### src/rtl/lbcp_pkg.sv
// Shared types, constants and tables for the lidar beam to camera projection.
// No dependencies; every other file imports this package.
package lbcp_pkg;

   localparam int BEAMS_DEF = 360;

   // Angles in 2^-20 rad
   localparam int PI_Q      = 3294199;
   localparam int HALF_PI_Q = 1647099;
   localparam int TWO_PI_Q  = 6588397;
   // Reciprocal of two pi: floor(2^45 / TWO_PI_Q)
   localparam int RECIP_M   = 5340353;
   localparam int RECIP_S   = 45;

   localparam int KINV_Q30  = 652032874;
   localparam int COS_Q20   = 1001743;
   localparam int SIN_Q20   = 309875;
   localparam int OFF_Q16   = 13107;
   localparam int ITER      = 20;
   localparam int SAT_HI    = 32767;

   localparam int XW  = 27;   // cordic x and y
   localparam int AW  = 24;   // cordic residual angle
   localparam int PW  = XW + 21; // rotation products
   localparam int VW  = 28;   // camera coordinates
   localparam int NW  = 46;   // projection numerators
   localparam int DW  = 32;   // projection denominators
   localparam int QB  = 16;   // quotient bits
   localparam int DIV_LAT = QB + 2;

   typedef enum logic [3:0] {
      REG_START_ANGLE  = 4'd0,
      REG_ANGLE_STEP   = 4'd1,
      REG_FOCAL_LENGTH = 4'd2,
      REG_CENTER_X     = 4'd3,
      REG_CENTER_Y     = 4'd4,
      REG_IMAGE_WIDTH  = 4'd5,
      REG_IMAGE_HEIGHT = 4'd6,
      REG_MAX_RANGE    = 4'd7
   } csr_index_type;

   typedef struct packed {
      logic signed [XW-1:0] x;
      logic signed [XW-1:0] y;
      logic signed [AW-1:0] r;
      logic                 neg;
      logic                 view_rng;
   } cordic_type;

   function automatic logic signed [AW-1:0] atan_of(input int step);
      logic signed [AW-1:0] v;
      case (step)
         0: v = AW'(823550);
         1: v = AW'(486170);
         2: v = AW'(256879);
         3: v = AW'(130396);
         4: v = AW'(65451);
         5: v = AW'(32757);
         6: v = AW'(16383);
         7: v = AW'(8192);
         8: v = AW'(4096);
         9: v = AW'(2048);
         10: v = AW'(1024);
         11: v = AW'(512);
         12: v = AW'(256);
         13: v = AW'(128);
         14: v = AW'(64);
         15: v = AW'(32);
         16: v = AW'(16);
         17: v = AW'(8);
         18: v = AW'(4);
         19: v = AW'(2);
         default: v = '0;
      endcase
      return v;
   endfunction

endpackage

### src/rtl/lbcp_cordic_cell.sv
// One rotation step of the vectoring-free CORDIC chain.
// Depends on lbcp_pkg for the item type and the arctangent table.
module lbcp_cordic_cell
   import lbcp_pkg::*;
#(
   parameter int STEP = 0
) (
   input  logic       clock,
   input  logic       reset,
   input  logic       en,
   input  logic       in_valid,
   input  cordic_type in_data,
   output logic       out_valid,
   output cordic_type out_data
);

   logic       valid_ff;
   cordic_type data_ff, data_in;
   logic signed [XW-1:0] dx, dy;

   always_comb begin
      dx = in_data.y >>> STEP;
      dy = in_data.x >>> STEP;
      data_in = in_data;
      if (in_data.r >= 0) begin
         data_in.x = in_data.x - dx;
         data_in.y = in_data.y + dy;
         data_in.r = in_data.r - atan_of(STEP);
      end else begin
         data_in.x = in_data.x + dx;
         data_in.y = in_data.y - dy;
         data_in.r = in_data.r + atan_of(STEP);
      end
   end

   always_ff @(posedge clock) begin
      if (reset) begin
         valid_ff <= 1'b0;
      end else if (en) begin
         valid_ff <= in_valid;
      end
   end

   always_ff @(posedge clock) begin
      if (en) begin
         data_ff <= data_in;
      end
   end

   assign out_valid = valid_ff;
   assign out_data  = data_ff;

endmodule

### config.mk
export PLATFORM = sky130hd
export DESIGN_NAME = lbcp_cordic_cell
export DESIGN_NICKNAME = d
export VERILOG_FILES = /design/src/rtl/lbcp_pkg.sv /design/src/rtl/lbcp_cordic_cell.sv
export SDC_FILE = /design/constraint.sdc
export NUM_CORES = 1
export LEC_CHECK = 0
export BUFFER_PORTS_ARGS = -buffer_cell sky130_fd_sc_hd__buf_2
export CORE_AREA = 2 2 183 185
export CTS_CLUSTER_DIAMETER = 80
export DETAILED_ROUTE_END_ITERATION = 10
export DIE_AREA = 0 0 185 187
export GPL_ROUTABILITY_DRIVEN = 0
export PLACE_DENSITY = 0.49
export SETUP_SLACK_MARGIN = 0.3
export SKIP_CTS_REPAIR_TIMING = 1
export SYNTH_ARGS = -nofsm -noshare
export SYNTH_HDL_FRONTEND = slang
export SYNTH_SLANG_ARGS = --single-unit
### constraint.sdc
create_clock -name clock -period 5.8 [get_ports clock]
set_input_delay 0.87 -clock clock [delete_from_list [all_inputs] [get_ports clock]]
set_output_delay 0.87 -clock clock [all_outputs]
set_load 0.01 [all_outputs]
==> summary.txt <==
Slowest cell on the critical path = a2111oi_0
Status = complete, no violations
Normalized max-slew margin = 0.301
Largest area contributor in the netlist = edfxtp_1
Sw Pwr = 0.787 mW
Die Footprint = 0.0346 sq mm
Vias in the first global route = 7013
Worst-path clk slew = 0.07 ns
Total Nets Final = 1264
Synth top cells by count = ha_1, a21oi_1, inv_1
Largest net degree at the start of global routing = 81
Sw Share = 0.355
P_leak = 4.21 nW
Max cap viols = 0
Delay-heaviest family, CP = compound AO/OA/AOI/OAI gates
N_diodes = 0
Critical Path Fanout Max = 8
Pre-CTS WS = 0.550 ns
F_max = 208 MHz
Die Wd = 185 um
Die height = 187 um
Final Util = 0.293
Setup WS post-layout = 0.981 ns
Vias = 7298
Core area = 0.0329 sq mm
Initial antenna violation count = 3
First-pass iteration count of the detailed router = 5
First-pass GRT wire length = 39100 um
EDFF count, synth = 79
Comb power frac = 0.385
Gr ovfl total = 0
Yosys top cell area share = 0.294
Hold WC Path Type = reg2reg
Share of cells above drive strength 1 = 0.185
ANT nets after route = 0
CTS tree = yes
Cts bufs inserted = 9
Syn Nets = 1123
Synth warn = 0
Clk root buf = clkbuf_16
Vias/cell = 4.77
Post-route cell area = 0.00963 sq mm
Pwr/cell area = 230 mW/mm^2
Startpoint types = primary input
Synth Register Bits = 80
Final Skew = 0 ns
Setup repair after global routing missed its margin = no
DP HPWL = 20500 um
Starting Density = 0.246
CP bufs+invs = 3
Area Overhead vs Synth = 19.3%
Final Cycle Share = 0.831
Max clock buf depth = 2
Clk_lat worst skew = 0.33 ns
# setup viols final = 0
Maximum VDD drop = 0.000124 V
Synth cell types = 74
Top FF cell, synth = edfxtp_1
Post-DP Area = 0.00933 sq mm
Crit path DAT = 4.91 ns
Cells after Synth = 935
# rows = 67
Clk pwr share = 0.261
Avg WL per Cell = 16.5 um
Final Hold Violating Endpoints = 0
Clock Sinks = 80
Slew Limit Fails = 0
Sequential-to-total area share from yosys stat = 0.296
Netlist Area Pre-Place = 0.00807 sq mm
Setup TNS = 0 ns
Fin crit period = 4.82 ns
Boundary Pins = 165
DRC = 0
I/O Buffers = 164
Syn Area/Cell = 8.63 sq um
Worst-path cell chain = buf_2 > inv_1 > ha_1 > nor4b_1 > nand4_1 > o21ai_4 > clkinv_1 > ha_1 > nor2b_1 > o31a_1 > a2111oi_0 > o21ai_1 > a311oi_1 > o21ai_1 > a21oi_1 > xnor2_1
Post-synth ARST share = 0
Worst path required time = 5.89 ns
Top cells by area, synth = edfxtp_1, ha_1, a21oi_1
Most frequent cell after synthesis = ha_1
Crit. End Element = flop
Crit-path max cell delay = 0.67 ns
P_int = 1.43 mW
DR iter-0 viols = 504
Fillers = 3603
WS Path Type = in2reg
Total Wirelength = 25200 um
Total Routing Usage GR = 0.143
Flop pwr share = 0.354
Slew of the pin with the lowest slew margin = 1.05 ns
H-tree depth = 3
[per-layer routing]
layer	wire length, um	global-route usage
met1	12100	0.206
met2	11000	0.218
met3	1720	0.0282
met4	350	0.0363
met5	30	0
[sequential cells by signal, indices dropped and copies added (netlist names)]
| name | flops |
|---|---|
| out_data | 79 |
| out_valid | 1 |
[placed cells by master (no fill, tap or decap), drive strengths merged, types with 29 or more instances in the layout]
master	Yosys	final
a21oi	90	90
buf	17	167
edfxtp	79	79
ha	100	100
inv	89	92
nand2	53	53
nor2	73	73
nor3	29	29
o21ai	56	56
xnor2	49	49
[worst reg2reg max path, stage by stage, from the launching register on]
cell and delay [ns]:
dfxtp_1 0.31, mux2i_1 0.13, nor2_1 0.06
[worst paths after layout]
| kind | start | endpoint | slack [ns] | cells past startpoint |
|---|---|---|---|---|
| min | out_valid | out_valid | 0.51 | 2 |
| max | in_data[25] | out_data[25] | 0.98 | 16 |
| min reg2reg | out_valid | out_valid | 0.51 | 2 |
| max reg2reg | out_valid | out_valid | 5.20 | 2 |
[power groups by stage]
stage / registers (mW) / clock network, mW / logic (mW)
finish: 0.785 / 0.577 / 0.853
global route: 0.794 / 0.624 / 0.944
detailed placement: 0.799 / 0 / 0.851
global placement: 0.797 / 0 / 0.851
floorplan: 0.851 / 0 / 0.487
CTS: 0.786 / 0.600 / 0.855
[cell families after synthesis]
logic type / Yosys count / share of synthesized area
simple gates: 266 / 0.166
xor+xnor: 68 / 0.0738
buf+inv: 126 / 0.0611
fa+ha+maj: 104 / 0.165
compound gates: 284 / 0.229
flops: 80 / 0.296
mux: 7 / 0.00868
[metrics by stage]
stage                     hold WS [ns]  power [mW]  std cells
after global placement           0.477        1.65       1513
after global routing             0.555        2.36       1529
final                            0.512        2.21       1529
after floorplan                  0.528        1.34        935
after detailed placement         0.508        1.65       1513
after CTS                        0.517        2.24       1529
[final cells by class]
cell class	count	area (sq um)	share of cell area
timing repair buffer	167	846	0.0878
clock buffer	9	225	0.0234
multi-input combinational	729	5190	0.540
clock inverter	7	76.3	0.00793
inverter	89	334	0.0347
sequential	80	2390	0.248
tap	448	561	0.0582
(Power assumes the default switching activity.)
