$ cat config.mk
export PLATFORM = sky130hd
export DESIGN_NAME = lbcp_divider
export DESIGN_NICKNAME = d
export VERILOG_FILES = /design/src/rtl/lbcp_pkg.sv /design/src/rtl/lbcp_divider.sv
export SDC_FILE = /design/constraint.sdc
export NUM_CORES = 2
export LEC_CHECK = 0
export BUFFER_PORTS_ARGS = -buffer_cell sky130_fd_sc_hd__buf_4
export CELL_PAD_IN_SITES_DETAIL_PLACEMENT = 0
export CELL_PAD_IN_SITES_GLOBAL_PLACEMENT = 1
export CORE_ASPECT_RATIO = 2
export CORE_MARGIN = 2
export CORE_UTILIZATION = 47
export CTS_BUF_LIST = sky130_fd_sc_hd__clkbuf_16
export CTS_CLUSTER_DIAMETER = 150
export DETAILED_ROUTE_END_ITERATION = 16
export PLACE_DENSITY_LB_ADDON = 0.1
export SYNTH_ARGS = -nofsm -noshare
export SYNTH_HDL_FRONTEND = slang
export SYNTH_SLANG_ARGS = --single-unit
export TNS_END_PERCENT = 100
$ cat constraint.sdc
create_clock -name clock -period 4.4 [get_ports clock]
set_input_delay 0.22 -clock clock [delete_from_list [all_inputs] [get_ports clock]]
set_output_delay 0.22 -clock clock [all_outputs]
set_load 0.01 [all_outputs]
$ cat src/rtl/lbcp_pkg.sv
// Shared types, constants and tables for the lidar beam to camera projection.
// No dependencies; every other file imports this package.
package lbcp_pkg;

   localparam int BEAMS_DEF = 360;

   // Angles in 2^-20 rad
   localparam int PI_Q      = 3294199;
   localparam int HALF_PI_Q = 1647099;
   localparam int TWO_PI_Q  = 6588397;
   // Reciprocal of two pi: floor(2^45 / TWO_PI_Q)
   localparam int RECIP_M   = 5340353;
   localparam int RECIP_S   = 45;

   localparam int KINV_Q30  = 652032874;
   localparam int COS_Q20   = 1001743;
   localparam int SIN_Q20   = 309875;
   localparam int OFF_Q16   = 13107;
   localparam int ITER      = 20;
   localparam int SAT_HI    = 32767;

   localparam int XW  = 27;   // cordic x and y
   localparam int AW  = 24;   // cordic residual angle
   localparam int PW  = XW + 21; // rotation products
   localparam int VW  = 28;   // camera coordinates
   localparam int NW  = 46;   // projection numerators
   localparam int DW  = 32;   // projection denominators
   localparam int QB  = 16;   // quotient bits
   localparam int DIV_LAT = QB + 2;

   typedef enum logic [3:0] {
      REG_START_ANGLE  = 4'd0,
      REG_ANGLE_STEP   = 4'd1,
      REG_FOCAL_LENGTH = 4'd2,
      REG_CENTER_X     = 4'd3,
      REG_CENTER_Y     = 4'd4,
      REG_IMAGE_WIDTH  = 4'd5,
      REG_IMAGE_HEIGHT = 4'd6,
      REG_MAX_RANGE    = 4'd7
   } csr_index_type;

   typedef struct packed {
      logic signed [XW-1:0] x;
      logic signed [XW-1:0] y;
      logic signed [AW-1:0] r;
      logic                 neg;
      logic                 view_rng;
   } cordic_type;

   function automatic logic signed [AW-1:0] atan_of(input int step);
      logic signed [AW-1:0] v;
      case (step)
         0: v = AW'(823550);
         1: v = AW'(486170);
         2: v = AW'(256879);
         3: v = AW'(130396);
         4: v = AW'(65451);
         5: v = AW'(32757);
         6: v = AW'(16383);
         7: v = AW'(8192);
         8: v = AW'(4096);
         9: v = AW'(2048);
         10: v = AW'(1024);
         11: v = AW'(512);
         12: v = AW'(256);
         13: v = AW'(128);
         14: v = AW'(64);
         15: v = AW'(32);
         16: v = AW'(16);
         17: v = AW'(8);
         18: v = AW'(4);
         19: v = AW'(2);
         default: v = '0;
      endcase
      return v;
   endfunction

endpackage

$ cat src/rtl/lbcp_divider.sv
// Pipelined restoring divider, one quotient bit per stage, saturated to 16 bits.
// Depends on lbcp_pkg for widths. FLOOR selects floor or truncation.
module lbcp_divider
   import lbcp_pkg::*;
#(
   parameter bit FLOOR = 1'b1
) (
   input  logic                 clock,
   input  logic                 reset,
   input  logic                 en,
   input  logic                 in_valid,
   input  logic signed [NW-1:0] num,
   input  logic [DW-1:0]        den,
   input  logic                 force_max,
   output logic                 out_valid,
   output logic signed [15:0]   quot
);

   localparam int RW = DW + QB;

   logic [RW-1:0]  rem_ff [0:QB];
   logic [DW-1:0]  den_ff [0:QB];
   logic [QB-1:0]  q_ff   [0:QB];
   logic           neg_ff [0:QB];
   logic           over_ff [0:QB];
   logic           frc_ff [0:QB];
   logic           v_ff   [0:QB];
   logic           vo_ff;
   logic signed [15:0] quot_ff, quot_in;
   logic [NW-1:0]  mag;
   logic [RW-1:0]  rem0;
   logic [QB:0]    qmag;

   always_comb begin
      mag  = num[NW-1] ? NW'(-num) : NW'(num);
      rem0 = RW'(mag);
   end

   always_ff @(posedge clock) begin
      if (reset) begin
         v_ff[0] <= 1'b0;
      end else if (en) begin
         v_ff[0] <= in_valid;
      end
   end

   always_ff @(posedge clock) begin
      if (en) begin
         rem_ff[0]  <= rem0;
         den_ff[0]  <= den;
         q_ff[0]    <= '0;
         neg_ff[0]  <= num[NW-1];
         over_ff[0] <= rem0 >= {den, {QB{1'b0}}};
         frc_ff[0]  <= force_max;
      end
   end

   for (genvar k = 1; k <= QB; k++) begin : g_stage
      logic [RW-1:0] sub;
      logic          take;
      assign sub  = RW'(den_ff[k-1]) << (QB - k);
      assign take = rem_ff[k-1] >= sub;

      always_ff @(posedge clock) begin
         if (reset) begin
            v_ff[k] <= 1'b0;
         end else if (en) begin
            v_ff[k] <= v_ff[k-1];
         end
      end

      always_ff @(posedge clock) begin
         if (en) begin
            rem_ff[k]  <= take ? rem_ff[k-1] - sub : rem_ff[k-1];
            q_ff[k]    <= {q_ff[k-1][QB-2:0], take};
            den_ff[k]  <= den_ff[k-1];
            neg_ff[k]  <= neg_ff[k-1];
            over_ff[k] <= over_ff[k-1];
            frc_ff[k]  <= frc_ff[k-1];
         end
      end
   end

   always_comb begin
      // round magnitude up for floor of a negative inexact quotient
      qmag = {1'b0, q_ff[QB]} +
             (QB+1)'(FLOOR && neg_ff[QB] && (rem_ff[QB] != '0));
      if (frc_ff[QB]) begin
         quot_in = 16'(SAT_HI);
      end else if (neg_ff[QB]) begin
         if (over_ff[QB] || qmag > (QB+1)'(32768)) begin
            quot_in = 16'sh8000;
         end else begin
            quot_in = 16'(-$signed({1'b0, qmag}));
         end
      end else begin
         if (over_ff[QB] || qmag > (QB+1)'(SAT_HI)) begin
            quot_in = 16'(SAT_HI);
         end else begin
            quot_in = 16'(qmag);
         end
      end
   end

   always_ff @(posedge clock) begin
      if (reset) begin
         vo_ff <= 1'b0;
      end else if (en) begin
         vo_ff <= v_ff[QB];
      end
   end

   always_ff @(posedge clock) begin
      if (en) begin
         quot_ff <= quot_in;
      end
   end

   assign out_valid = vo_ff;
   assign quot      = quot_ff;

endmodule

==> results.sh <==
export IMPL_arrival_ps=5000
export IMPL_status="complete, no violations"
export IMPL_grt_pass1_wl_um=353000
export IMPL_avgSynthCellArea_um2=11.1
export IMPL_power_density_mw_per_mm2=617
export IMPL_ant_nets=0
export IMPL_antenna_found_initial=3
export IMPL_worst_pin_slew_ps=1230
export IMPL_fp_dieH_um=611
export IMPL_track_usage=0.250
export IMPL_clock_sinks=1547
export IMPL_path_cells="buf_6, or4_4, or3_4, or3_4, or3_1, or2_4, nand2b_4, nand2b_4, nand2b_4, o31ai_4, xnor2_2, ha_1, nand4_1, or4_4, nor3_2, buf_4, nand4_1, nor4_1, nand4b_1, o31ai_1, nand4bb_1"
export IMPL_grt_pass1_vias=65498
export IMPL_path_max_fanout=4
export IMPL_h_tree_depth=4
export IMPL_ys_async_sr_fraction=0
export IMPL_finClkSkew_ps=55.0
export IMPL_start_kind="input port"
export IMPL_vdd_ir_drop_worst_v=0.000352
export IMPL_core_mm2=0.183
export IMPL_area_delta_synth_final_pct=15.4
export IMPL_die_w_um=307
export IMPL_clkPwrFrac=0.208
export IMPL_pre_cts_ws_ps=-986
export IMPL_drive_gt1_frac=0.122
export IMPL_synthesis_nets=8451
export IMPL_worstSetupPathType="in -> reg"
export IMPL_hpwl_um=190000
export IMPL_drv_cap=0
export IMPL_cts_tree="done"
export IMPL_fin_nets=9124
export IMPL_cp_slowest_cell="or4_4"
export IMPL_synthesis_area_mm2=0.0865
export IMPL_die_area_mm2=0.188
export IMPL_clock_latency_ps=820
export IMPL_timing_final_crit_period_ps=4350
export IMPL_p_seq_frac=0.368
export IMPL_synth_cells=7806
export IMPL_cp_num_buf_inv=2
export IMPL_cp_top_family="simple AND/OR/NAND/NOR gates"
export IMPL_gp_congestion=0.886
export IMPL_leakage_nw=40.3
export IMPL_synth_edf_count=1546
export IMPL_synth_flop_cell="edfxtp_1"
export IMPL_hold_violations=0
export IMPL_clock_fmax_ghz=0.230
export IMPL_drcViolationCount=0
export IMPL_grt_overflow=0
export IMPL_final_setup_tns_ps=0
export IMPL_initial_core_util=0.473
export IMPL_avgViaCountPerCell=5.55
export IMPL_slew_headroom=0.172
export IMPL_pin_count=100
export IMPL_synth_top_area_cell="edfxtp_1"
export IMPL_post_route_period_util=0.988
export IMPL_post_drt_wl_per_cell_um=21.5
export IMPL_netlist_area_leader_share=0.537
export IMPL_synth_seq_area_share=0.537
export IMPL_end_kind="flop"
export IMPL_cts_made_buffers=153
export IMPL_synth_area_leaders="edfxtp_1 54%, ha_1 7.9%, a21oi_1 4.0%"
export IMPL_critPathMostFrequentCell="nand2b_4"
export IMPL_comb_power_share=0.424
export IMPL_cts_root_buf="clkbuf_16"
export IMPL_holdCritPathClass="in -> reg"
export IMPL_ys_types=95
export IMPL_wl_um=235000
export IMPL_grt_max_degree=119
export IMPL_via_count=60698
export IMPL_dr_first_iter_drc_count=2290
export IMPL_setup_ws_ps=54.6
export IMPL_p_sw_w=0.0222
export IMPL_swShare=0.361
export IMPL_synth_warnings=0
export IMPL_internal_power_w=0.0393
export IMPL_path_clk_slew_ps=70
export IMPL_rsz0062_at_grt="yes"
export IMPL_crit_path_max_incr_delay_ps=520
export IMPL_rows=222
export IMPL_drtPass1Iterations=5
export IMPL_clockBufferDepth=4
export IMPL_port_buffers=99
export IMPL_synth_seq_cells=1547
export IMPL_setup_violations=0
export IMPL_crit_required_ps=5060
export IMPL_slew_violations=0
[sequential cells by signal (all words and copies together) (netlist names)]
register   cells
frc_ff        17
rem_ff       814
quot          16
v_ff          17
q_ff         136
neg_ff        17
out_valid      1
over_ff       17
den_ff       512
[timing repair]
| action | CTS | global route |
|---|---|---|
| cloned | 0 | 0 |
| hold buffers | 100 | 0 |
| pin swaps | 1 | 17 |
| buffers inserted | 0 | 8 |
| hold endpoints to repair | 120 | 0 |
| resized for setup | 9 | 37 |
| setup endpoints to repair | 16 | 21 |
[cell families after synthesis]
family                     Yosys count  share of synthesized area
AOI/OAI and AO/OA                 2066                      0.149
and+or+nand+nor                   2027                      0.116
DFF                               1547                      0.537
buffers and inverters              876                     0.0382
xor gates and xnor gates           617                     0.0625
adders and majority gates          562                     0.0827
muxes                              111                     0.0143
[metal layers]
metal | up-vias | global-route usage | routed length [um]
met5 | - | 0 | 0
met4 | 0 | 0.211 | 23400
met3 | 701 | 0.0215 | 4290
met2 | 1014 | 0.573 | 150000
met1 | 28870 | 0.153 | 57300
li1 | 30113 | - | -
[per-stage QoR]
step           area (um2)  cells  hold WS (ps)   util  power (W)
5_1_grt             99800  10936          89.2  0.546     0.0654
3_3_place_gp        93800  10568           393  0.513     0.0486
3_5_place_dp        93800  10568           398  0.513     0.0489
4_1_cts             99600  10927          52.0  0.545     0.0620
6_report            99800  10936          93.8  0.546     0.0615
2_1_floorplan       86500   7806           292      -     0.0401
[area by class of cell]
cell class                      instances  area (um2)
Fill cell                           15787       83000
Antenna cell                            1        2.50
Sequential cell                      1547       46400
Multi-Input combinational cell       5383       37000
Clock inverter                        102         830
Inverter                              688        2580
Tap cell                             2352        2940
Clock buffer                          157        3930
Timing Repair Buffer                  706        6030
[placed cells by master (no fill, tap or decap), drive strengths merged, types with 101 or more instances in the layout]
cell type,count
nor2,552
mux2,101
inv,718
clkbuf,157
o21ai,471
nor3,127
a21oi,696
xor2,279
nand2,530
buf,606
edfxtp,1546
nand3,139
xnor2,338
ha,546
a21o,275
[path summary, 6_finish.rpt]
check | slack, ps | cells past startpoint | from | end
worst max-delay path | 50 | 21 | num[11] | over_ff[0]$_DFFE_PP_
worst min register to register | 410 | 0 | q_ff[0][129]$_DFFE_PP_ | q_ff[0][146]$_DFFE_PP_
worst min-delay path | 90 | 5 | num[11] | rem_ff[0][15]$_DFFE_PP_
worst max register to register | 100 | 18 | rem_ff[1][11]$_DFFE_PP_ | quot[11]$_SDFFCE_PP1P_
[power groups by stage]
stage | Clock, W | Sequential, W | Combinational (W)
floorplan | 0 | 0.0222 | 0.0179
global placement | 0 | 0.0228 | 0.0258
detailed placement | 0 | 0.0229 | 0.0260
CTS | 0.0132 | 0.0226 | 0.0262
global route | 0.0136 | 0.0229 | 0.0288
finish | 0.0128 | 0.0226 | 0.0261
[synth_stat cells, types with 17 or more instances]
cell          n
buf_1        20
nand3_1     139
xor2_1      279
o21ai_0     466
or4_1        31
inv_1       684
a21oi_1     696
a31o_2       17
nor4_1       76
o31ai_1      54
mux2_2      101
a211oi_1     53
nand4b_1     19
a31oi_1      81
nand3b_1     20
nand2b_1     90
o2111ai_1    17
nor2_1      552
and4_1       17
o21bai_1     53
nand2_1     530
and2_1       49
edfxtp_1   1546
nand4_1      88
nor4b_1      21
clkbuf_1    155
o211ai_1     36
ha_1        546
and3_1       41
a21o_1      275
or3_1        57
xnor2_1     338
a21boi_0     25
nor2b_1      83
o31a_1       23
or2_2        38
o21a_1       87
nor3_1      127
[tightest hold or removal path: cells and delay by family]
kind	cells	cell delay, ps
simple gates	1	110
xor+xnor	1	200
buf+inv	2	170
compound gates	1	90
(Power assumes the default switching activity.)
